$ cat src/hdl/cpr_pkg.sv
`timescale 1ns / 1ps

package cpr_pkg;

  // Frame table geometry
  localparam int MAX_FRAMES = 64;
  localparam int SLOT_W     = (MAX_FRAMES > 1) ? $clog2(MAX_FRAMES) : 1;
  localparam int CNT_W      = $clog2(MAX_FRAMES + 1);

  // Fixed field widths
  localparam int ADDR_W       = 32;
  localparam int PAGE_SHIFT   = 12;
  localparam int PAGE_W       = ADDR_W - PAGE_SHIFT;
  localparam int CFG_W        = 7;
  localparam int FRAME_SLOT_W = 6;
  localparam int TOTAL_W      = 32;

  // Frames managed after reset
  localparam logic [CFG_W-1:0] CFG_RESET = CFG_W'(64);

  typedef enum logic [1:0] {
    OUT_HIT         = 2'd0,
    OUT_FILL        = 2'd1,
    OUT_EVICT_CLEAN = 2'd2,
    OUT_EVICT_DIRTY = 2'd3
  } outcome_t;

  // Update request from the sequencer to the frame store
  typedef struct packed {
    logic              load;     // new page into slot, ref set, dirty = wr
    logic              touch;    // hit: ref set, dirty |= wr
    logic              clr_ref;  // sweep: clear ref of slot
    logic [SLOT_W-1:0] slot;
    logic [PAGE_W-1:0] page;
    logic              wr;
  } store_cmd_t;

  // Finished request handed to the output stage
  typedef struct packed {
    logic              commit;
    outcome_t          outcome;
    logic [SLOT_W-1:0] slot;
    logic [PAGE_W-1:0] victim;
  } seq_result_t;

  // Clamp the configured frame count to 1..MAX_FRAMES
  function automatic logic [CNT_W-1:0] clamp_frames(input logic [CFG_W-1:0] v);
    logic [31:0] w;
    w = 32'(v);
    if (w == 32'd0) w = 32'd1;
    if (w > 32'(MAX_FRAMES)) w = 32'(MAX_FRAMES);
    return CNT_W'(w);
  endfunction

endpackage

$ cat src/hdl/clock_page_replacement.sv
`timescale 1ns / 1ps

// Clock (second-chance) page replacement unit.
// Input channel: in_valid / in_stall carry one access request (access_address,
// is_write). Output channel: out_valid / out_stall carry one result per request
// (outcome, frame_slot, victim_page and the three running totals).
// Config: cfg_wen writes cfg_wdata into frames_in_use (0 acts as 1, values
// above 64 act as 64); write it only while no request is in flight.
// Timing: one request at a time; in_stall is high from acceptance until the
// result is loaded into the output register, and the next one can be taken in
// the cycle after. Frames are searched one per cycle through the page memory
// read port.
// Reset: all frames empty, referenced/dirty bits clear, hand and totals zero,
// frames_in_use = 64. The frame page memory is not cleared; only filled
// frames are ever compared.
// Stall: a result waits in the output register; the next request is taken
// and searched meanwhile, but holds before its own result until the output
// register frees.
module clock_page_replacement (
  input  logic                              clk,
  input  logic                              rst,
  input  logic                              in_valid,
  output logic                              in_stall,
  input  logic [cpr_pkg::ADDR_W-1:0]        access_address,
  input  logic                              is_write,
  output logic                              out_valid,
  input  logic                              out_stall,
  output logic [1:0]                        outcome,
  output logic [cpr_pkg::FRAME_SLOT_W-1:0]  frame_slot,
  output logic [cpr_pkg::PAGE_W-1:0]        victim_page,
  output logic [cpr_pkg::TOTAL_W-1:0]       access_total,
  output logic [cpr_pkg::TOTAL_W-1:0]       fault_total,
  output logic [cpr_pkg::TOTAL_W-1:0]       writeback_total,
  input  logic                              cfg_wen,
  input  logic [cpr_pkg::CFG_W-1:0]         cfg_wdata
);

  logic [cpr_pkg::CFG_W-1:0]  frames_in_use;
  logic                       busy;
  logic                       out_free;
  logic                       in_take;
  logic [cpr_pkg::SLOT_W-1:0] rd_addr;
  logic [cpr_pkg::PAGE_W-1:0] rd_page;
  logic                       ref_bit;
  logic                       dirty_bit;
  cpr_pkg::store_cmd_t        cmd;
  cpr_pkg::seq_result_t       result;

  assign in_stall = busy;
  assign in_take  = in_valid && !busy;
  assign out_free = !out_valid || !out_stall;

  // Config register
  always_ff @(posedge clk) begin
    if (rst) begin
      frames_in_use <= cpr_pkg::CFG_RESET;
    end else if (cfg_wen) begin
      frames_in_use <= cfg_wdata;
    end
  end

  cpr_frame_store u_store (
    .clk       (clk),
    .rst       (rst),
    .rd_addr   (rd_addr),
    .rd_page   (rd_page),
    .cmd       (cmd),
    .ref_bit   (ref_bit),
    .dirty_bit (dirty_bit)
  );

  cpr_seq u_seq (
    .clk        (clk),
    .rst        (rst),
    .start      (in_take),
    .start_page (access_address[cpr_pkg::ADDR_W-1:cpr_pkg::PAGE_SHIFT]),
    .start_wr   (is_write),
    .frames_cfg (frames_in_use),
    .out_free   (out_free),
    .busy       (busy),
    .rd_addr    (rd_addr),
    .rd_page    (rd_page),
    .cmd        (cmd),
    .ref_bit    (ref_bit),
    .dirty_bit  (dirty_bit),
    .result     (result)
  );

  // Output register and running totals
  always_ff @(posedge clk) begin
    if (rst) begin
      out_valid       <= 1'b0;
      access_total    <= '0;
      fault_total     <= '0;
      writeback_total <= '0;
    end else if (result.commit) begin
      out_valid    <= 1'b1;
      access_total <= access_total + 1'b1;
      if (result.outcome != cpr_pkg::OUT_HIT) begin
        fault_total <= fault_total + 1'b1;
      end
      if (result.outcome == cpr_pkg::OUT_EVICT_DIRTY) begin
        writeback_total <= writeback_total + 1'b1;
      end
    end else if (!out_stall) begin
      out_valid <= 1'b0;
    end
  end

  always_ff @(posedge clk) begin
    if (result.commit) begin
      outcome     <= result.outcome;
      frame_slot  <= cpr_pkg::FRAME_SLOT_W'(result.slot);
      victim_page <= result.victim;
    end
  end

  // Checks
  a_commit_free: assert property (@(posedge clk) disable iff (rst)
    result.commit |-> out_free)
    else $error("result committed while output register held");

  a_access_count: assert property (@(posedge clk) disable iff (rst)
    result.commit |=> access_total == $past(access_total) + 1'b1)
    else $error("access total did not advance on commit");

  a_dirty_count: assert property (@(posedge clk) disable iff (rst)
    (result.commit && result.outcome == cpr_pkg::OUT_EVICT_DIRTY)
      |=> writeback_total == $past(writeback_total) + 1'b1)
    else $error("writeback total did not advance on dirty eviction");

  a_hit_no_victim: assert property (@(posedge clk) disable iff (rst)
    (out_valid && outcome == cpr_pkg::OUT_HIT) |-> victim_page == '0)
    else $error("hit reported a victim page");

  a_no_take_busy: assert property (@(posedge clk) disable iff (rst)
    busy |-> !cmd.load || result.commit)
    else $error("frame loaded outside commit");

endmodule

$ cat src/hdl/cpr_frame_store.sv
`timescale 1ns / 1ps

module cpr_frame_store (
  input  logic                       clk,
  input  logic                       rst,
  input  logic [cpr_pkg::SLOT_W-1:0] rd_addr,
  output logic [cpr_pkg::PAGE_W-1:0] rd_page,
  input  cpr_pkg::store_cmd_t        cmd,
  output logic                       ref_bit,
  output logic                       dirty_bit
);

  logic [cpr_pkg::PAGE_W-1:0]     page_mem [cpr_pkg::MAX_FRAMES];
  logic [cpr_pkg::MAX_FRAMES-1:0] ref_vec;
  logic [cpr_pkg::MAX_FRAMES-1:0] dirty_vec;

  // Page memory: one write, one registered read
  always_ff @(posedge clk) begin
    if (cmd.load) begin
      page_mem[cmd.slot] <= cmd.page;
    end
    rd_page <= page_mem[rd_addr];
  end

  // Referenced and dirty bits
  always_ff @(posedge clk) begin
    if (rst) begin
      ref_vec   <= '0;
      dirty_vec <= '0;
    end else begin
      if (cmd.load) begin
        ref_vec[cmd.slot]   <= 1'b1;
        dirty_vec[cmd.slot] <= cmd.wr;
      end else if (cmd.touch) begin
        ref_vec[cmd.slot] <= 1'b1;
        if (cmd.wr) begin
          dirty_vec[cmd.slot] <= 1'b1;
        end
      end else if (cmd.clr_ref) begin
        ref_vec[cmd.slot] <= 1'b0;
      end
    end
  end

  // Bit reads follow the page read address (sweep position or victim)
  assign ref_bit   = ref_vec[rd_addr];
  assign dirty_bit = dirty_vec[rd_addr];

endmodule

$ cat src/hdl/cpr_seq.sv
`timescale 1ns / 1ps

module cpr_seq (
  input  logic                       clk,
  input  logic                       rst,
  input  logic                       start,
  input  logic [cpr_pkg::PAGE_W-1:0] start_page,
  input  logic                       start_wr,
  input  logic [cpr_pkg::CFG_W-1:0]  frames_cfg,
  input  logic                       out_free,
  output logic                       busy,
  output logic [cpr_pkg::SLOT_W-1:0] rd_addr,
  input  logic [cpr_pkg::PAGE_W-1:0] rd_page,
  output cpr_pkg::store_cmd_t        cmd,
  input  logic                       ref_bit,
  input  logic                       dirty_bit,
  output cpr_pkg::seq_result_t       result
);

  typedef enum logic [2:0] {
    ST_IDLE,
    ST_SCAN,
    ST_MISS,
    ST_SWEEP,
    ST_EVICT,
    ST_DONE
  } state_t;

  state_t                     state;
  logic [cpr_pkg::PAGE_W-1:0] page;
  logic                       wr;
  logic [cpr_pkg::CNT_W-1:0]  n;
  logic [cpr_pkg::CNT_W-1:0]  limit;
  logic [cpr_pkg::CNT_W-1:0]  idx;
  logic [cpr_pkg::CNT_W-1:0]  filled;
  logic [cpr_pkg::SLOT_W-1:0] hand;
  logic [cpr_pkg::SLOT_W-1:0] slot;
  cpr_pkg::outcome_t          outcome;
  logic [cpr_pkg::PAGE_W-1:0] victim;

  logic [cpr_pkg::CNT_W-1:0]  n_in;
  logic [cpr_pkg::CNT_W-1:0]  limit_in;
  logic [cpr_pkg::CNT_W-1:0]  idx_inc;
  logic [cpr_pkg::CNT_W-1:0]  hand_inc;
  logic [cpr_pkg::SLOT_W-1:0] hand_next;
  logic                       commit;

  // Request setup
  assign n_in     = cpr_pkg::clamp_frames(frames_cfg);
  assign limit_in = (filled < n_in) ? filled : n_in;
  assign idx_inc  = idx + 1'b1;
  assign hand_inc = cpr_pkg::CNT_W'(hand) + 1'b1;
  assign hand_next = (hand_inc >= n) ? '0 : cpr_pkg::SLOT_W'(hand_inc);
  assign commit   = (state == ST_DONE) && out_free;
  assign busy     = (state != ST_IDLE);

  // Read address: next scan entry, sweep position or victim
  always_comb begin
    unique case (state)
      ST_IDLE:  rd_addr = '0;
      ST_SCAN:  rd_addr = cpr_pkg::SLOT_W'(idx_inc);
      ST_SWEEP: rd_addr = hand;
      default:  rd_addr = slot;
    endcase
  end

  // Frame store updates
  always_comb begin
    cmd         = '0;
    cmd.slot    = slot;
    cmd.page    = page;
    cmd.wr      = wr;
    if (state == ST_SWEEP) begin
      cmd.slot    = hand;
      cmd.clr_ref = ref_bit;
    end
    if (commit) begin
      cmd.load  = (outcome != cpr_pkg::OUT_HIT);
      cmd.touch = (outcome == cpr_pkg::OUT_HIT);
    end
  end

  assign result.commit  = commit;
  assign result.outcome = outcome;
  assign result.slot    = slot;
  assign result.victim  = victim;

  // Sequencer
  always_ff @(posedge clk) begin
    if (rst) begin
      state  <= ST_IDLE;
      filled <= '0;
      hand   <= '0;
    end else begin
      unique case (state)
        ST_IDLE: begin
          if (start) begin
            page    <= start_page;
            wr      <= start_wr;
            n       <= n_in;
            limit   <= limit_in;
            idx     <= '0;
            victim  <= '0;
            outcome <= cpr_pkg::OUT_HIT;
            state   <= (limit_in == '0) ? ST_MISS : ST_SCAN;
          end
        end
        // one compare per cycle, lowest index first
        ST_SCAN: begin
          if (rd_page == page) begin
            slot    <= cpr_pkg::SLOT_W'(idx);
            outcome <= cpr_pkg::OUT_HIT;
            state   <= ST_DONE;
          end else if (idx_inc >= limit) begin
            state <= ST_MISS;
          end else begin
            idx <= idx_inc;
          end
        end
        ST_MISS: begin
          if (filled < n) begin
            slot    <= cpr_pkg::SLOT_W'(filled);
            outcome <= cpr_pkg::OUT_FILL;
            state   <= ST_DONE;
          end else begin
            if (cpr_pkg::CNT_W'(hand) >= n) begin
              hand <= '0;
            end
            state <= ST_SWEEP;
          end
        end
        // second-chance sweep, one frame per cycle
        ST_SWEEP: begin
          hand <= hand_next;
          if (!ref_bit) begin
            slot  <= hand;
            state <= ST_EVICT;
          end
        end
        ST_EVICT: begin
          victim  <= rd_page;
          outcome <= dirty_bit ? cpr_pkg::OUT_EVICT_DIRTY : cpr_pkg::OUT_EVICT_CLEAN;
          state   <= ST_DONE;
        end
        ST_DONE: begin
          if (out_free) begin
            if (outcome == cpr_pkg::OUT_FILL) begin
              filled <= filled + 1'b1;
            end
            state <= ST_IDLE;
          end
        end
        default: state <= ST_IDLE;
      endcase
    end
  end

endmodule

$ cat config.mk
export PLATFORM = sky130hd
export DESIGN_NAME = clock_page_replacement
export DESIGN_NICKNAME = d
export VERILOG_FILES = /design/src/hdl/cpr_pkg.sv /design/src/hdl/clock_page_replacement.sv /design/src/hdl/cpr_frame_store.sv /design/src/hdl/cpr_seq.sv
export SDC_FILE = /design/constraint.sdc
export NUM_CORES = 2
export LEC_CHECK = 0
export CAP_MARGIN = 20
export CORE_MARGIN = 5
export CORE_UTILIZATION = 45
export CTS_BUF_LIST = sky130_fd_sc_hd__clkbuf_4
export CTS_CLUSTER_SIZE = 40
export DETAILED_ROUTE_END_ITERATION = 8
export DONT_BUFFER_PORTS = 1
export GPL_TIMING_DRIVEN = 0
export SETUP_SLACK_MARGIN = 0.05
export SLEW_MARGIN = 20
export SYNTH_ARGS = -nofsm -noshare
export SYNTH_HDL_FRONTEND = slang
export SYNTH_SLANG_ARGS = --single-unit
$ cat constraint.sdc
create_clock -name clk -period 6.8 [get_ports clk]
set_clock_uncertainty 0.2 [all_clocks]
set_input_delay 2.04 -clock clk [delete_from_list [all_inputs] [get_ports clk]]
set_output_delay 2.04 -clock clk [all_outputs]
set_load 0.005 [all_outputs]
---- After elaboration in Yosys (flattened, before gate mapping) ----
Memories as Yosys holds them, arrays and structs flattened. A register that Yosys moved wholly into a read port is not among the register bits.
Index checks and enable logic that the tools add are counted.
word-level totals
  memories kept ........................... 1
  output and inout bits ................... 126
  flip-flop bits (word level) ............. 346
  memory bits (writable) .................. 1280
operators by class
  $add $sub $neg .......................... 6
  muxes and demuxes ....................... 50
  $lt $le $gt $ge ......................... 9
  bitwise logic cells ..................... 5
  reductions and logical operators ........ 32
  equal/unequal tests ..................... 19
memories
  name              words  width  read ports  clocked after memory_dff  write ports  RTL line               RTL
  u_store.page_mem  64     20     1           1                         1            cpr_frame_store.sv:13  logic [cpr_pkg::PAGE_W-1:0] page_mem [cpr_pkg::MAX_FRAMES];
operators with widths
  cell                                                                           number
  64-bit 2-to-1 mux                                                              6
  64-bit bitwise OR                                                              2
  32-bit by 1-bit adder with 32-bit output (second input constant)               3
  64-bit bitwise AND                                                             1
  64-bit bitwise mux                                                             1
  64-bit NOT                                                                     1
  7-bit 2-to-1 mux                                                               7
  20-bit one-hot mux with 2 select lines                                         1
  6-bit 2-to-1 mux                                                               6
  6-bit one-hot mux with 3 select lines                                          2
  20-bit equality test                                                           1
  20-bit 2-to-1 mux                                                              1
  3-bit 2-to-1 mux                                                               6
  3-bit one-hot mux with 6 select lines                                          1
  5-bit AND reduction                                                            3
  7-bit by 1-bit adder with 7-bit output (second input constant)                 2
  7-bit >= comparator                                                            2
  7-bit logical NOT                                                              2
  6-bit by 7-bit less-than comparator with 1-bit output (second input constant)  2
  7-bit less-than comparator                                                     2
  7-bit one-hot mux with 2 select lines                                          1
  1-bit binary-select mux with 6-bit select                                      2
  6-bit one-hot mux with 2 select lines                                          1
  3-bit AND reduction                                                            4
  27 further kinds                                                               61

---- Logic depth before layout (Yosys ltp) ----
  depth after elaboration ................. 14
  mapped depth ............................ 14
  mapped depth without buffers ............ 12

---- By module ----
Synthesis repeated with hierarchy kept, for this count alone.
second synthesis, totals
  cells, all modules ...................... 3720
  area total of the unflattened synthesis .. 65592.9 um^2
by module, submodules not included
  module                  area each (um^2)  instances  cells each  sequential area each (um^2)
  cpr_frame_store         55271.8           1          2728        41399.7
  clock_page_replacement  5540.3            1          549         2922.8
  cpr_seq                 4780.8            1          443         2422.3

---- Least setup slack after synthesis ----
Ideal clock, no wire load.
  path kind ............................... input -> register
  start ................................... input rst
  end ..................................... register u_seq.victim[0] (netlist bit) (enable)
  setup time .............................. 376 ps
  arrival time ............................ 5249 ps
  path buffers ............................ 1
  cell stages on the path ................. 3
  slack ................................... 975 ps
  cells stage by stage .................... clkbuf_1 -> nor3_1 -> a21o_1
on the way
  cells in the longest elaborated chain, start to end .. 2
ends and longest elaborated chain
  item                                  RTL line                      RTL
  start, declared                       clock_page_replacement.sv:21  input logic rst,
  1-bit NOT (no source line)            n/a
  3-bit AND reduction (no source line)  n/a
  end signal, assigned                  cpr_seq.sv:141                victim <= rd_page;
  end, declared                         cpr_seq.sv:39                 logic [cpr_pkg::PAGE_W-1:0] victim;
No other way between the ends.
A chain may end at the register's enable or synchronous reset.

---- Worst setup path in the final report ----
  start ................................... register u_seq.idx[0] (netlist bit)
  end ..................................... register u_store.rd_page[16] (netlist bit), read port of u_store.page_mem
on the way
  cells in the longest elaborated chain, start to end .. 2
ends and longest elaborated chain
  item                                    RTL line              RTL
  start, declared                         cpr_seq.sv:34         logic [cpr_pkg::CNT_W-1:0] idx;
  start signal, assigned                  cpr_seq.sv:117        idx <= idx_inc;
  7-bit by 1-bit adder with 7-bit output  cpr_seq.sv:51         assign idx_inc = idx + 1'b1;
  via u_seq.idx_inc (one bit)             cpr_seq.sv:43         logic [cpr_pkg::CNT_W-1:0] idx_inc;
  6-bit one-hot mux with 3 select lines   cpr_seq.sv:59         unique case (state)
  end, declared                           cpr_frame_store.sv:7  output logic [cpr_pkg::PAGE_W-1:0] rd_page,
The timed path passes the listed nets, and every way through them passes these cells.

==> impl_results.md <==
- Synth Cell Area: 0.0674 sq mm
- Routed via count: 50100
- DR WL/cell: 27.7 um
- Reg2reg end: u_store.rd_page[16]
- Tcrit/Tclk final: 87.3%
- Total gr overflow: 0
- H-tree levels: 5
- Max_slew headroom: 15.5%
- FF-to-FF Start: u_seq.idx[0]
- Placed Area: 0.0722 sq mm
- Core area: 0.149 sq mm
- Outcome: complete, no violations
- Worst min path class: reg2reg
- Crit path launch type: flip-flop
- Initial antenna violation count: 12
- Die area: 0.158 sq mm
- Die extent in y: 397 um
- Sw frac: 44.9%
- Clock Latency Late Sink: 1380 ps
- Post-route ant nets: 0
- Hold wc startpoint: u_seq.victim[6]
- Crit path cell chain: ha_1, mux2i_1, nor2_1, a21oi_1, buf_4, clkbuf_1, clkbuf_1, nand2_1, nand3_1, a31oi_1, a211oi_1, a21oi_1, a21oi_1
- Initial Utilization: 45.1%
- Worst slew pin tran: 1270 ps
- Hold Vio Cnt, Final: 0
- # Post-CTS Setup Buffers: 0
- CP max FO: 10
- CP max stage delay: 940 ps
- Synthesized instance count: 5523
- Critical path's top delay family: buffers and inverters
- Post-layout nets: 6166
- Synth area leaders: edfxtp_1 61%, dfxtp_1 8.0%, nand2_1 6.3%
- RSZ-0062 raised after global routing: false
- CTS resizes: 0
- Critical Path RT: 7870 ps
- HPWL after detailed placement: 163000 um
- TritonRoute pass-1 iters: 6
- FF-to-FF path depth: 13
- Initial drt markers: 6300
- Layout cell share with drive strength beyond 1: 14.6%
- CTS buffer count: 429
- Post-synth EDFFs: 1378
- WP buf/inv: 3
- Max Slew Vio Count: 0
- CP max stage cell: clkbuf_1
- CTS Hold Bufs: 0
- Final setup violation count: 0
- Sw power: 15800 uW
- Synthesis-to-layout area growth: 14.9%
- Leak Pwr: 0.0263 uW
- First-pass GRT wire length: 327000 um
- Io pins: 171
- Worst EP arrival: 7010 ps
- Top FF cell, synth: edfxtp_1
- Setup TNS: 0 ps
- Internal power: 19400 uW
- Max IR drop VDD: 0.000210 V
- CP Launch Point: u_seq.idx[0]
- Number of max-cap violations: 0
- DRT Wirelength: 230000 um
- Largest net degree at the start of global routing: 23
- DR vias/cell: 6.01
- Synth area leader: edfxtp_1
- Final WS setup: 862 ps
- Root buf cell: clkbuf_4
- Syn Nets: 5606
- Min Tclk post-route: 5940 ps
- Gp weighted congestion: 0.991
- Post-synthesis register bit count: 1646
- Cell area after layout: 0.0774 sq mm
- Sequential share of power: 32.8%
- Share of the synthesized area in the top cell type: 61.4%
- PD cells: 455 mW/mm^2
- TritonCTS clock tree: done
- Clock power frac: 23.6%
- Die W: 397 um
- Post-synth top cells: 1378 x edfxtp_1, 1124 x nand2_1, 390 x nand3_1
- Combinational power share: 43.6%
- Most used standard cell by instance count after synthesis: edfxtp_1
- Fmax: 0.168 GHz
- Max Root-Sink Buffers: 4
- Vias in the first global route: 47700
- IO buf count: 0
- Cell mode on critical path: a21oi_1
- FFs w/ async S/R, synth: 0%
- WS Path Type: reg2reg
- Sequential area share after synthesis: 69.4%
- Worst setup path endpoint: u_store.rd_page[16]
- Dpl ws: 803 ps
- Synth warn: 0
- Crit. End Element: flip-flop
- WP depth: 13
- Final Core Density: 51.9%
- GRT Overall Usage: 28.5%
- DRC violations left: 0
- Tot Pwr: 35200 uW
- Syn Area/Cell: 12.2 sq um
- Reg clk slew, reported paths: 70 ps
- Yosys cell types: 63
- FF-to-FF setup slack: 860 ps
- Number of clock sinks: 1646
- # rows: 142
-- how the worst min path moves through the flow --
stage	endpoint	slack, ps	depth (start not counted)
final	victim_page[6]	210	0
after global routing	victim_page[1]	220	0
after CTS	victim_page[6]	220	0
after detailed placement	victim_page[17]	200	0
after global placement	victim_page[3]	200	0
after floorplan	victim_page[0]	200	0
-- power groups by stage --
stage          Combinational, uW  Clock (uW)  Sequential, uW
2_1_floorplan               7680           0           11800
3_3_place_gp               14000           0           12200
3_5_place_dp               14800           0           11800
4_1_cts                    14800        8420           11600
5_1_grt                    15800        8990           11600
6_report                   15400        8320           11600
-- per-stage QoR --
step	hold WS (ps)	instances
2_1_floorplan	200	5523
3_3_place_gp	204	7467
3_5_place_dp	205	7596
4_1_cts	215	8315
5_1_grt	222	8317
6_report	214	8322
-- layout make-up --
type	instances	area, sq um
clock inverters	89	424
multi-input cells	3417	19200
inverters	38	143
well taps	1944	2430
clock buffers	630	4730
flip-flops and latches	1646	46700
fillers	12900	71900
diodes	7	17.5
repair buffers	129	2040
plain buffers	422	1680
-- logic make-up after synthesis --
logic type,share of synthesized area [%]
flip-flops,69.4
multiplexers,0.399
buffers and inverters,2.66
adder cells (fa/ha/maj),0.721
AND/OR/NAND/NOR,14.4
AO/OA/AOI/OAI,10.9
XOR/XNOR,1.44
-- registers in the layout, summed over array words and instances (netlist names), 7 cells and up, named ones only --
register and cells:
u_store.page_mem 1280, u_store.dirty_vec 64, access_total 32, fault_total 32
writeback_total 32, u_seq.page 20, u_seq.victim 20, u_store.rd_page 20
victim_page 20, frames_in_use 7, u_seq.filled 7, u_seq.idx 7
u_seq.limit 7, u_seq.n 7
-- worst reg2reg max path, stage by stage (launching register included) --
cell	delay [ps]
edfxtp_1	520
ha_1	440
mux2i_1	180
nor2_1	80
a21oi_1	460
buf_4	280
clkbuf_1	940
clkbuf_1	900
nand2_1	140
nand3_1	130
a31oi_1	180
a211oi_1	930
a21oi_1	80
a21oi_1	370
-- cells in the final DEF, fill, tap and decap left out, types with 37 or more instances in the layout --
master,n
nor2_1,232
buf_2,45
buf_8,74
a21oi_1,160
a211oi_1,354
nand3_1,390
edfxtp_1,1378
nand2_1,1124
a22oi_1,46
inv_1,37
xor2_1,76
buf_1,37
ha_1,38
dfxtp_1,268
o21ai_0,62
a311oi_1,201
clkinv_1,78
a31oi_1,153
and3_1,263
clkbuf_4,630
clkbuf_1,319
-- routing by layer --
layer | global-route usage (%) | part of all wire (%)
met1 | 36.7 | 38
met4 | 16.0 | 6.0
met5 | 0 | 0.012
met2 | 43.7 | 45
met3 | 7.97 | 11
Power figures use the tool's default switching activity.
